==> src/hw/rtl/quadrature_counter_velocity_filter_unit_assert.svh <==
// Assertion macros shared by the encoder counter RTL.
`ifndef QUADRATURE_COUNTER_VELOCITY_FILTER_UNIT_ASSERT_SVH
`define QUADRATURE_COUNTER_VELOCITY_FILTER_UNIT_ASSERT_SVH

// Same-cycle implication, checked outside reset.
`define QCVF_ASSERT_IMPLIES(lbl, ante, cons, msg) \
    lbl: assert property (@(posedge i_clk) disable iff (!i_rst_n) (ante) |-> (cons)) \
        else $error(msg);

// Next-cycle implication, checked outside reset.
`define QCVF_ASSERT_NEXT(lbl, ante, cons, msg) \
    lbl: assert property (@(posedge i_clk) disable iff (!i_rst_n) (ante) |=> (cons)) \
        else $error(msg);

`endif

==> src/hw/rtl/qcvf_pkg.sv <==
// Types and constants of the quadrature counter with velocity filter.
package qcvf_pkg;

    localparam int POS_W = 32;
    localparam int TOT_W = 48;
    localparam int SMO_W = 40;
    localparam int CFG_W = 11;
    localparam int REQ_W = 2;
    localparam int CHN_W = 2;
    localparam int SUM_W = TOT_W + 2;
    localparam int CNT_W = $clog2(TOT_W);

    localparam logic signed [TOT_W-1:0] TOTAL_MAX = {1'b0, {(TOT_W-1){1'b1}}};
    localparam logic signed [TOT_W-1:0] TOTAL_MIN = {1'b1, {(TOT_W-1){1'b0}}};
    localparam logic signed [TOT_W-1:0] SMOOTH_MAX =
        {{(TOT_W-SMO_W+1){1'b0}}, {(SMO_W-1){1'b1}}};
    localparam logic signed [TOT_W-1:0] SMOOTH_MIN =
        {{(TOT_W-SMO_W+1){1'b1}}, {(SMO_W-1){1'b0}}};

    typedef enum logic [REQ_W-1:0] {
        REQ_EDGE_A = 2'd0,
        REQ_EDGE_B = 2'd1,
        REQ_CLEAR  = 2'd2,
        REQ_SAMPLE = 2'd3
    } t_req;

    typedef enum logic [2:0] {
        S_IDLE,
        S_READ,
        S_DIV1,
        S_DIV2,
        S_OUT
    } t_state;

    typedef struct packed {
        logic [POS_W-1:0]        pos;
        logic [POS_W-1:0]        last;
        logic                    exp_a;
        logic                    exp_b;
        logic signed [TOT_W-1:0] total;
    } t_entry;

    localparam int ENTRY_W = $bits(t_entry);

    typedef struct packed {
        logic                    start;
        logic signed [TOT_W-1:0] dividend;
        logic [CFG_W-1:0]        divisor;
    } t_div_req;

    typedef struct packed {
        logic                    done;
        logic signed [TOT_W-1:0] quotient;
    } t_div_rsp;

endpackage

==> src/hw/rtl/qcvf_ram.sv <==
// Generic single-write, single-read RAM with registered read data.
module qcvf_ram #(
    parameter int WIDTH = 8,
    parameter int DEPTH = 4
) (
    input  logic                                  i_clk,
    input  logic                                  i_wr_en,
    input  logic [((DEPTH > 1) ? $clog2(DEPTH) : 1)-1:0] i_wr_addr,
    input  logic [WIDTH-1:0]                      i_wr_data,
    input  logic                                  i_rd_en,
    input  logic [((DEPTH > 1) ? $clog2(DEPTH) : 1)-1:0] i_rd_addr,
    output logic [WIDTH-1:0]                      o_rd_data
);

    logic [WIDTH-1:0] r_mem [DEPTH];
    logic [WIDTH-1:0] r_rd_data;

    always_ff @(posedge i_clk) begin
        if (i_wr_en) begin
            r_mem[i_wr_addr] <= i_wr_data;
        end
        if (i_rd_en) begin
            r_rd_data <= r_mem[i_rd_addr];
        end
    end

    assign o_rd_data = r_rd_data;

endmodule

==> src/hw/rtl/qcvf_div.sv <==
// Radix-2 restoring divider: signed 48-bit dividend by unsigned 11-bit divisor.
module qcvf_div (
    input  logic                i_clk,
    input  logic                i_rst_n,
    input  qcvf_pkg::t_div_req  i_req,
    output qcvf_pkg::t_div_rsp  o_rsp
);

    logic                             r_busy;
    logic                             r_fix;
    logic                             r_done;
    logic                             r_neg;
    logic [qcvf_pkg::CNT_W-1:0]       r_cnt;
    logic [qcvf_pkg::CFG_W-1:0]       r_div;
    logic [qcvf_pkg::CFG_W-1:0]       r_rem;
    logic [qcvf_pkg::TOT_W-1:0]       r_quo;
    logic signed [qcvf_pkg::TOT_W-1:0] r_quot_out;

    logic [qcvf_pkg::CFG_W:0]         trial;
    logic                             ge;
    logic [qcvf_pkg::CFG_W:0]         diff;

    always_comb begin
        trial = {r_rem, r_quo[qcvf_pkg::TOT_W-1]};
        ge    = (trial >= {1'b0, r_div});
        diff  = trial - {1'b0, r_div};
    end

    always_ff @(posedge i_clk) begin
        if (!i_rst_n) begin
            r_busy <= 1'b0;
            r_fix  <= 1'b0;
            r_done <= 1'b0;
        end else begin
            r_done <= r_fix;
            r_fix  <= 1'b0;
            if (i_req.start) begin
                r_busy <= 1'b1;
            end else if (r_busy && (r_cnt == qcvf_pkg::CNT_W'(qcvf_pkg::TOT_W - 1))) begin
                r_busy <= 1'b0;
                r_fix  <= 1'b1;
            end
        end
    end

    always_ff @(posedge i_clk) begin
        if (i_req.start) begin
            // work on the magnitude, put the sign back at the end
            r_quo <= i_req.dividend[qcvf_pkg::TOT_W-1] ? -i_req.dividend : i_req.dividend;
            r_neg <= i_req.dividend[qcvf_pkg::TOT_W-1];
            r_div <= i_req.divisor;
            r_rem <= '0;
            r_cnt <= '0;
        end else if (r_busy) begin
            r_rem <= ge ? diff[qcvf_pkg::CFG_W-1:0] : trial[qcvf_pkg::CFG_W-1:0];
            r_quo <= {r_quo[qcvf_pkg::TOT_W-2:0], ge};
            r_cnt <= r_cnt + 1'b1;
        end
        if (r_fix) begin
            r_quot_out <= r_neg ? -$signed(r_quo) : $signed(r_quo);
        end
    end

    assign o_rsp.done     = r_done;
    assign o_rsp.quotient = r_quot_out;

`include "quadrature_counter_velocity_filter_unit_assert.svh"

    `QCVF_ASSERT_IMPLIES(a_no_restart, i_req.start, !r_busy && !r_fix, "divider restarted while busy")
    `QCVF_ASSERT_IMPLIES(a_done_after_fix, o_rsp.done, $past(r_fix), "done without sign fix")
    `QCVF_ASSERT_IMPLIES(a_fix_not_busy, r_fix, !r_busy, "sign fix overlaps iteration")

endmodule

==> src/hw/rtl/quadrature_counter_velocity_filter_unit.sv <==
// Encoder, clear and out-of-range beats: S_READ then S_OUT; the next beat is accepted back in S_IDLE.
// Sample beats: S_READ, S_DIV1, S_DIV2, S_OUT, with two passes through the shared 48-step divider.
// Output register lets the next beat be accepted while a result waits downstream.
// i_rst_n (synchronous, active low) clears the sequencer, the per-channel valid bits
// (an unwritten channel reads as all zero) and sets the divisor to 1; no clearing pass.
module quadrature_counter_velocity_filter_unit #(
    parameter int CHANNELS  = 3,
    parameter int FRAC_BITS = 8
) (
    input  logic                             i_clk,
    input  logic                             i_rst_n,
    input  logic                             i_cfg_wr_en,
    input  logic [qcvf_pkg::CFG_W-1:0]       i_cfg_wr_data,
    input  logic                             i_in_valid,
    output logic                             o_in_stall,
    input  logic [qcvf_pkg::REQ_W-1:0]       i_req_type,
    input  logic [qcvf_pkg::CHN_W-1:0]       i_channel,
    input  logic                             i_level_a,
    input  logic                             i_level_b,
    output logic                             o_out_valid,
    input  logic                             i_out_stall,
    output logic signed [qcvf_pkg::POS_W-1:0] o_count_now,
    output logic signed [qcvf_pkg::POS_W-1:0] o_speed_raw,
    output logic signed [qcvf_pkg::SMO_W-1:0] o_speed_smoothed
);

    localparam int AW = (CHANNELS > 1) ? $clog2(CHANNELS) : 1;

    qcvf_pkg::t_state r_state, n_state;
    qcvf_pkg::t_req   r_req;
    logic [AW-1:0]    r_idx;
    logic             r_chan_ok;
    logic             r_la, r_lb;
    logic             r_rd_vld;
    logic [CHANNELS-1:0] r_vld;
    logic [qcvf_pkg::CFG_W-1:0] r_cfg;

    qcvf_pkg::t_entry r_hold, n_hold;
    logic [qcvf_pkg::POS_W-1:0]        r_dv, n_dv;
    logic signed [qcvf_pkg::TOT_W-1:0] r_tot, n_tot;
    logic [qcvf_pkg::POS_W-1:0]        r_res_count, n_res_count;
    logic [qcvf_pkg::POS_W-1:0]        r_res_raw, n_res_raw;
    logic [qcvf_pkg::SMO_W-1:0]        r_res_smooth, n_res_smooth;

    logic                              r_out_valid;
    logic [qcvf_pkg::POS_W-1:0]        r_out_count, r_out_raw;
    logic [qcvf_pkg::SMO_W-1:0]        r_out_smooth;

    logic             accept;
    logic             in_chan_ok;
    logic [AW-1:0]    in_idx;
    logic             out_free;
    logic             out_load;

    logic [qcvf_pkg::ENTRY_W-1:0] ram_rd_data;
    logic                         ram_we;
    qcvf_pkg::t_entry             rd_entry, wr_entry;

    qcvf_pkg::t_div_req div_req;
    qcvf_pkg::t_div_rsp div_rsp;
    logic [qcvf_pkg::CFG_W-1:0] div_n;

    logic signed [qcvf_pkg::POS_W-1:0] dv_s;
    logic signed [qcvf_pkg::SUM_W-1:0] vel_sh;
    logic signed [qcvf_pkg::SUM_W-1:0] sum;
    logic signed [qcvf_pkg::TOT_W-1:0] tot_sat;
    logic signed [qcvf_pkg::TOT_W-1:0] q_sat;

    assign in_chan_ok = (32'(i_channel) < 32'(CHANNELS));
    assign in_idx     = AW'(i_channel);
    assign accept     = i_in_valid && (r_state == qcvf_pkg::S_IDLE);
    assign o_in_stall = (r_state != qcvf_pkg::S_IDLE);
    assign out_free   = !r_out_valid || !i_out_stall;
    assign div_n      = (r_cfg == '0) ? qcvf_pkg::CFG_W'(1) : r_cfg;

    qcvf_ram #(
        .WIDTH (qcvf_pkg::ENTRY_W),
        .DEPTH (CHANNELS)
    ) u_state_ram (
        .i_clk     (i_clk),
        .i_wr_en   (ram_we),
        .i_wr_addr (r_idx),
        .i_wr_data (wr_entry),
        .i_rd_en   (accept),
        .i_rd_addr (in_idx),
        .o_rd_data (ram_rd_data)
    );

    qcvf_div u_div (
        .i_clk   (i_clk),
        .i_rst_n (i_rst_n),
        .i_req   (div_req),
        .o_rsp   (div_rsp)
    );

    // filter update: total + (vel << FRAC_BITS) - total / N, saturated to 48 bits
    always_comb begin
        dv_s   = $signed(r_dv);
        vel_sh = qcvf_pkg::SUM_W'(dv_s) <<< FRAC_BITS;
        sum    = qcvf_pkg::SUM_W'(r_tot) + vel_sh - qcvf_pkg::SUM_W'(div_rsp.quotient);
        if (sum > qcvf_pkg::SUM_W'(qcvf_pkg::TOTAL_MAX)) begin
            tot_sat = qcvf_pkg::TOTAL_MAX;
        end else if (sum < qcvf_pkg::SUM_W'(qcvf_pkg::TOTAL_MIN)) begin
            tot_sat = qcvf_pkg::TOTAL_MIN;
        end else begin
            tot_sat = sum[qcvf_pkg::TOT_W-1:0];
        end
        if (div_rsp.quotient > qcvf_pkg::SMOOTH_MAX) begin
            q_sat = qcvf_pkg::SMOOTH_MAX;
        end else if (div_rsp.quotient < qcvf_pkg::SMOOTH_MIN) begin
            q_sat = qcvf_pkg::SMOOTH_MIN;
        end else begin
            q_sat = div_rsp.quotient;
        end
    end

    always_comb begin
        rd_entry     = r_rd_vld ? qcvf_pkg::t_entry'(ram_rd_data) : '0;
        n_state      = r_state;
        n_hold       = r_hold;
        n_dv         = r_dv;
        n_tot        = r_tot;
        n_res_count  = r_res_count;
        n_res_raw    = r_res_raw;
        n_res_smooth = r_res_smooth;
        wr_entry     = rd_entry;
        ram_we       = 1'b0;
        out_load     = 1'b0;
        div_req.start    = 1'b0;
        div_req.dividend = rd_entry.total;
        div_req.divisor  = div_n;

        case (r_state)
            qcvf_pkg::S_IDLE: begin
                if (accept) begin
                    n_state = qcvf_pkg::S_READ;
                end
            end
            qcvf_pkg::S_READ: begin
                n_hold       = rd_entry;
                n_res_count  = '0;
                n_res_raw    = '0;
                n_res_smooth = '0;
                n_state      = qcvf_pkg::S_OUT;
                if (r_chan_ok) begin
                    case (r_req)
                        qcvf_pkg::REQ_EDGE_A: begin
                            if (r_la && r_lb && rd_entry.exp_a) begin
                                wr_entry.pos   = rd_entry.pos - 1'b1;
                                wr_entry.exp_a = 1'b0;
                                wr_entry.exp_b = 1'b0;
                            end else if (r_la && !r_lb) begin
                                wr_entry.exp_b = 1'b1;
                            end
                            ram_we      = 1'b1;
                            n_res_count = wr_entry.pos;
                        end
                        qcvf_pkg::REQ_EDGE_B: begin
                            if (r_la && r_lb && rd_entry.exp_b) begin
                                wr_entry.pos   = rd_entry.pos + 1'b1;
                                wr_entry.exp_a = 1'b0;
                                wr_entry.exp_b = 1'b0;
                            end else if (r_lb && !r_la) begin
                                wr_entry.exp_a = 1'b1;
                            end
                            ram_we      = 1'b1;
                            n_res_count = wr_entry.pos;
                        end
                        qcvf_pkg::REQ_CLEAR: begin
                            wr_entry.pos = '0;
                            ram_we       = 1'b1;
                        end
                        qcvf_pkg::REQ_SAMPLE: begin
                            n_dv          = rd_entry.pos - rd_entry.last;
                            n_tot         = rd_entry.total;
                            div_req.start = 1'b1;
                            n_state       = qcvf_pkg::S_DIV1;
                        end
                        default: begin
                            n_state = qcvf_pkg::S_OUT;
                        end
                    endcase
                end
            end
            qcvf_pkg::S_DIV1: begin
                div_req.dividend = tot_sat;
                if (div_rsp.done) begin
                    n_tot         = tot_sat;
                    div_req.start = 1'b1;
                    n_state       = qcvf_pkg::S_DIV2;
                end
            end
            qcvf_pkg::S_DIV2: begin
                wr_entry      = r_hold;
                wr_entry.last = r_hold.pos;
                wr_entry.total = r_tot;
                if (div_rsp.done) begin
                    ram_we       = 1'b1;
                    n_res_count  = r_hold.pos;
                    n_res_raw    = r_dv;
                    n_res_smooth = q_sat[qcvf_pkg::SMO_W-1:0];
                    n_state      = qcvf_pkg::S_OUT;
                end
            end
            qcvf_pkg::S_OUT: begin
                if (out_free) begin
                    out_load = 1'b1;
                    n_state  = qcvf_pkg::S_IDLE;
                end
            end
            default: begin
                n_state = qcvf_pkg::S_IDLE;
            end
        endcase
    end

    always_ff @(posedge i_clk) begin
        if (!i_rst_n) begin
            r_state     <= qcvf_pkg::S_IDLE;
            r_vld       <= '0;
            r_cfg       <= qcvf_pkg::CFG_W'(1);
            r_out_valid <= 1'b0;
        end else begin
            r_state <= n_state;
            if (i_cfg_wr_en) begin
                r_cfg <= i_cfg_wr_data;
            end
            if (ram_we) begin
                r_vld[r_idx] <= 1'b1;
            end
            if (out_load) begin
                r_out_valid <= 1'b1;
            end else if (!i_out_stall) begin
                r_out_valid <= 1'b0;
            end
        end
    end

    always_ff @(posedge i_clk) begin
        if (accept) begin
            r_req     <= qcvf_pkg::t_req'(i_req_type);
            r_idx     <= in_idx;
            r_chan_ok <= in_chan_ok;
            r_la      <= i_level_a;
            r_lb      <= i_level_b;
            // unwritten channels read as zero
            r_rd_vld  <= in_chan_ok ? r_vld[in_idx] : 1'b0;
        end
        r_hold       <= n_hold;
        r_dv         <= n_dv;
        r_tot        <= n_tot;
        r_res_count  <= n_res_count;
        r_res_raw    <= n_res_raw;
        r_res_smooth <= n_res_smooth;
        if (out_load) begin
            r_out_count  <= r_res_count;
            r_out_raw    <= r_res_raw;
            r_out_smooth <= r_res_smooth;
        end
    end

    assign o_out_valid      = r_out_valid;
    assign o_count_now      = $signed(r_out_count);
    assign o_speed_raw      = $signed(r_out_raw);
    assign o_speed_smoothed = $signed(r_out_smooth);

`include "quadrature_counter_velocity_filter_unit_assert.svh"

    `QCVF_ASSERT_IMPLIES(a_div_start_state, div_req.start, r_state == qcvf_pkg::S_READ || r_state == qcvf_pkg::S_DIV1, "divider started outside sample flow")
    `QCVF_ASSERT_IMPLIES(a_div_done_state, div_rsp.done, r_state == qcvf_pkg::S_DIV1 || r_state == qcvf_pkg::S_DIV2, "divider result with nobody waiting")
    `QCVF_ASSERT_IMPLIES(a_wr_in_range, ram_we, r_chan_ok && (r_state == qcvf_pkg::S_READ || r_state == qcvf_pkg::S_DIV2), "state write for bad channel or state")
    `QCVF_ASSERT_NEXT(a_out_loaded, out_load, o_out_valid && r_state == qcvf_pkg::S_IDLE, "result not presented after load")

endmodule
==> config.mk <==
export PLATFORM = sky130hd
export DESIGN_NAME = quadrature_counter_velocity_filter_unit
export DESIGN_NICKNAME = d
export VERILOG_FILES = /design/src/hw/rtl/qcvf_pkg.sv /design/src/hw/rtl/qcvf_ram.sv /design/src/hw/rtl/qcvf_div.sv /design/src/hw/rtl/quadrature_counter_velocity_filter_unit.sv
export VERILOG_INCLUDE_DIRS = /design/src /design/src/hw/rtl
export SDC_FILE = /design/constraint.sdc
export NUM_CORES = 2
export LEC_CHECK = 0
export BUFFER_PORTS_ARGS = -buffer_cell sky130_fd_sc_hd__buf_2
export CAP_MARGIN = 20
export CORE_UTILIZATION = 55
export DETAILED_ROUTE_END_ITERATION = 16
export GPL_TIMING_DRIVEN = 0
export PLACE_DENSITY = 0.68
export SLEW_MARGIN = 25
export SYNTH_ARGS = -nofsm -noshare
export SYNTH_HDL_FRONTEND = slang
export SYNTH_HIERARCHICAL = 1
export SYNTH_SLANG_ARGS = --single-unit
==> constraint.sdc <==
create_clock -name i_clk -period 12.2 [get_ports i_clk]
set_input_delay 0.61 -clock i_clk [delete_from_list [all_inputs] [get_ports i_clk]]
set_output_delay 0.61 -clock i_clk [all_outputs]
set_load 0.02 [all_outputs]
==> reports/results.tsv <==
stage	metric	value	unit
outcome	outcome	finished, violations left	
outcome	failing checks	design-rule violations	
yosys	synth unique cells	96	
worst_setup_path	worst r2r src	r_rd_vld	
worst_setup_path	CP Capture Type	register	
worst_setup_path	CP arrival	8.70	ns
yosys	mapped cell area	44700	um^2
yosys	Syn. warnings	6	
layout	Area growth, synth to finish	13.5	%
timing	Worst slew margin	0.286	
yosys	Mapped Avg Cell Area	12.1	um^2
place	HPWL after DPL	95.2	mm
run	# Max-Cap Violations	0	
timing	max frequency	119	MHz
clock_network	post-CTS sizing	0	
grt	antenna violations before repair	3	
grt	Global Route Usage Sum	0.305	
grt	vias in the first global route	28900	
floorplan	Die Wd	287	um
clock_network	postcts setup bufs	0	
timing	RSZ-0062 raised after global routing	false	
place	pre-CTS setup slack	4.23	ns
worst_setup_path	Worst Reg-to-Reg Cells	18	
worst_setup_path	r2r setup slk	3.82	ns
timing	Hold Fails Final Rpt	0	
layout	Layout Utilization	0.631	
yosys	Area contributors post-synth	edfxtp_1 60%, nand2_1 3.6%, mux2i_1 3.1%	
floorplan	die height	287	um
yosys	Seq/Total Area, Yosys	0.618	
min_path	Worst Hold Class	primary input to register	
layout	register area	27600	um^2
place	PortBufs	127	
timing	WHS	0.131	ns
timing	Setup Skew	0.0228	ns
clock_network	H-tree depth	3	
clock_network	clk_lat worst skew	0.66	ns
power_and_ir_drop	Power Dens Cells	184	nW/um^2
power_and_ir_drop	Peak VDD IR	0.142	mV
yosys	Synth Net Count	3868	
worst_setup_path	Startpoint Class	register	
power_and_ir_drop	LEAKAGE	18.8	nW
timing	final setup slack of the worst path	3.82	ns
grt	remaining global-route overflow	0	
yosys	most common cell in the netlist	edfxtp_1	
worst_setup_path	crit path max fanout	10	
worst_setup_path	critical path class	register to register	
drt	Residual DRC	2	
floorplan	core region area	80400	um^2
layout	multi-input logic area	15300	um^2
place	routability cong.	1.00	
floorplan	Starting Density	0.556	
floorplan	die area	82400	um^2
power_and_ir_drop	overall power	9.33	mW
clock_network	CTS max path bufs	3	
yosys	dominant cell type by area after synthesis	edfxtp_1	
clock_network	CTS clock-pin slew for the worst setup and hold paths	0.07	ns
clock_network	Inserted Clock Buffers	96	
timing	Final period util	0.687	
min_path	hold path cells	1	
worst_setup_path	data required time at the worst endpoint	12.52	ns
timing	Tightest Pin Transition	1.06	ns
yosys	Syn Inst Count	3700	
worst_setup_path	end of the worst register-to-register path	dv_s[29]	
timing	final setup vio count	0	
layout	share of cells above drive strength 1	0.0997	
layout	Finished Layout Cells	5114	
drt	initial DRC count	3699	
layout	Final #Nets	4137	
clock_network	CTS sink cnt	932	
layout	Filler Cells Inserted	6317	
min_path	worst hold start	i_req_type[1]	
drt	drt pass-1 iters	12	
yosys	FF+latch count, synth	932	
yosys	EDFF count, synth	894	
min_path	Hold Path End	r_req[1]	
floorplan	FP Rows	104	
clock_network	CTS tree	done	
yosys	Synth Flop Type	edfxtp_1	
drt	Post-DRT Antenna Nets	0	
grt	first-pass GRT wire length	185	mm
grt	largest net degree at the start of global routing	50	
timing	Slew Limit Fails	0	
place	Post-Place Cells	4931	
clock_network	Clock Root Buffer	clkbuf_16	
drt	DR WL/cell	24.8	um
drt	post-DR vias/cell	6.08	
floorplan	io pins	128	
clock_network	hold-fix buffers at CTS	0	
timing	Tmin final	8.38	ns
yosys	post-synth top area share	0.601	
drt	via count	31100	
yosys	fraction of registers with async set/reset	0	
drt	final WL	127	mm
yosys	Synth top cells by count	894 x edfxtp_1, 429 x nand2_1, 275 x nor2_1	
## stage by stage
step                      setup TNS (ns)  cell area [um^2]
after floorplan                        0             44700
after global placement           -581.48             46600
after detailed placement               0             47500
after CTS                              0             50700
after global routing                   0             50700
final                                  0             50700
## layout make-up
| type | count | area share |
|---|---|---|
| diodes | 2 | 0.0000987 |
| plain buffers | 189 | 0.0176 |
| clock buffers | 107 | 0.0494 |
| clock inverters | 74 | 0.0144 |
| inverters | 243 | 0.0180 |
| multi-input cells | 2336 | 0.302 |
| flip-flops and latches | 932 | 0.544 |
| well taps | 1060 | 0.0261 |
| repair buffers | 171 | 0.0276 |
## metal layers
layer	GRT usage	part of all wire	vias up
li1	-	-	14100
met2	0.442	0.43	1505
met1	0.466	0.44	15300
met3	0.0640	0.10	170
met4	0.0805	0.023	2
met5	0	0.00010	-
## registers in the layout, indices dropped and copies added, names as in the netlist, 34 cells and up
| signal | cells |
|---|---|
| u_div/r_quot_out | 48 |
| r_res_smooth | 40 |
| r_hold | 34 |
| u_div/r_quo | 48 |
| u_state_ram/o_rd_data | 114 |
| o_speed_smoothed | 40 |
| r_tot | 48 |
| u_state_ram/r_mem | 342 |
## critical path: stages (launching register included)
cell      delay, ns
edfxtp_1       0.32
buf_2          0.29
clkbuf_1       0.60
buf_1          0.69
clkbuf_1       0.63
clkbuf_1       0.71
clkbuf_1       0.83
clkbuf_1       0.65
nand2_1        0.26
ha_1           0.45
a21o_1         0.14
a21o_1         0.14
a21oi_1        0.07
and3_1         0.23
o32ai_1        0.56
o221ai_1       0.29
a21oi_1        0.28
nor4_1         0.07
a311oi_1       0.78
## how the worst max path moves through the flow
stage / from / end / slack (ns) / cells past startpoint
after floorplan: r_req[1] / u_state_ram/r_mem[0][0] / 2.04 / 7
after global placement: r_req[1] / u_state_ram/r_mem[0][71] / -5.13 / 7
after detailed placement: r_rd_vld / dv_s[30] / 4.23 / 19
after CTS: r_rd_vld / dv_s[30] / 4.21 / 19
after global routing: r_rd_vld / dv_s[30] / 3.79 / 19
final: r_rd_vld / dv_s[29] / 3.82 / 18
## report_power, final
group | total (mW) | switching (mW) | internal (mW)
logic | 2.16 | 1.46 | 0.693
clock network | 3.00 | 1.28 | 1.73
registers | 4.18 | 0.144 | 4.03
## cells by family (layout without fill, tap and decap cells)
logic type	count (synthesis)	count (layout)	synth area share
compound gates	838	838	0.120
mux	139	139	0.0312
flops	932	932	0.618
xor+xnor	195	195	0.0382
fa+ha+maj	146	146	0.0481
buf+inv	432	784	0.0404
simple gates	1018	1018	0.104
other cells	0	2	0
## layout by cell type, fill, tap and decap left out, drive strengths merged, types with 103 or more instances in the layout
| master | instances |
|---|---|
| o21ai | 298 |
| edfxtp | 894 |
| mux2i | 137 |
| nand2 | 431 |
| nor2 | 276 |
| clkbuf | 255 |
| a21oi | 153 |
| buf | 212 |
| inv | 248 |
| xnor2 | 121 |
| ha | 103 |
Note: power is estimated with default switching activity, not from simulation.
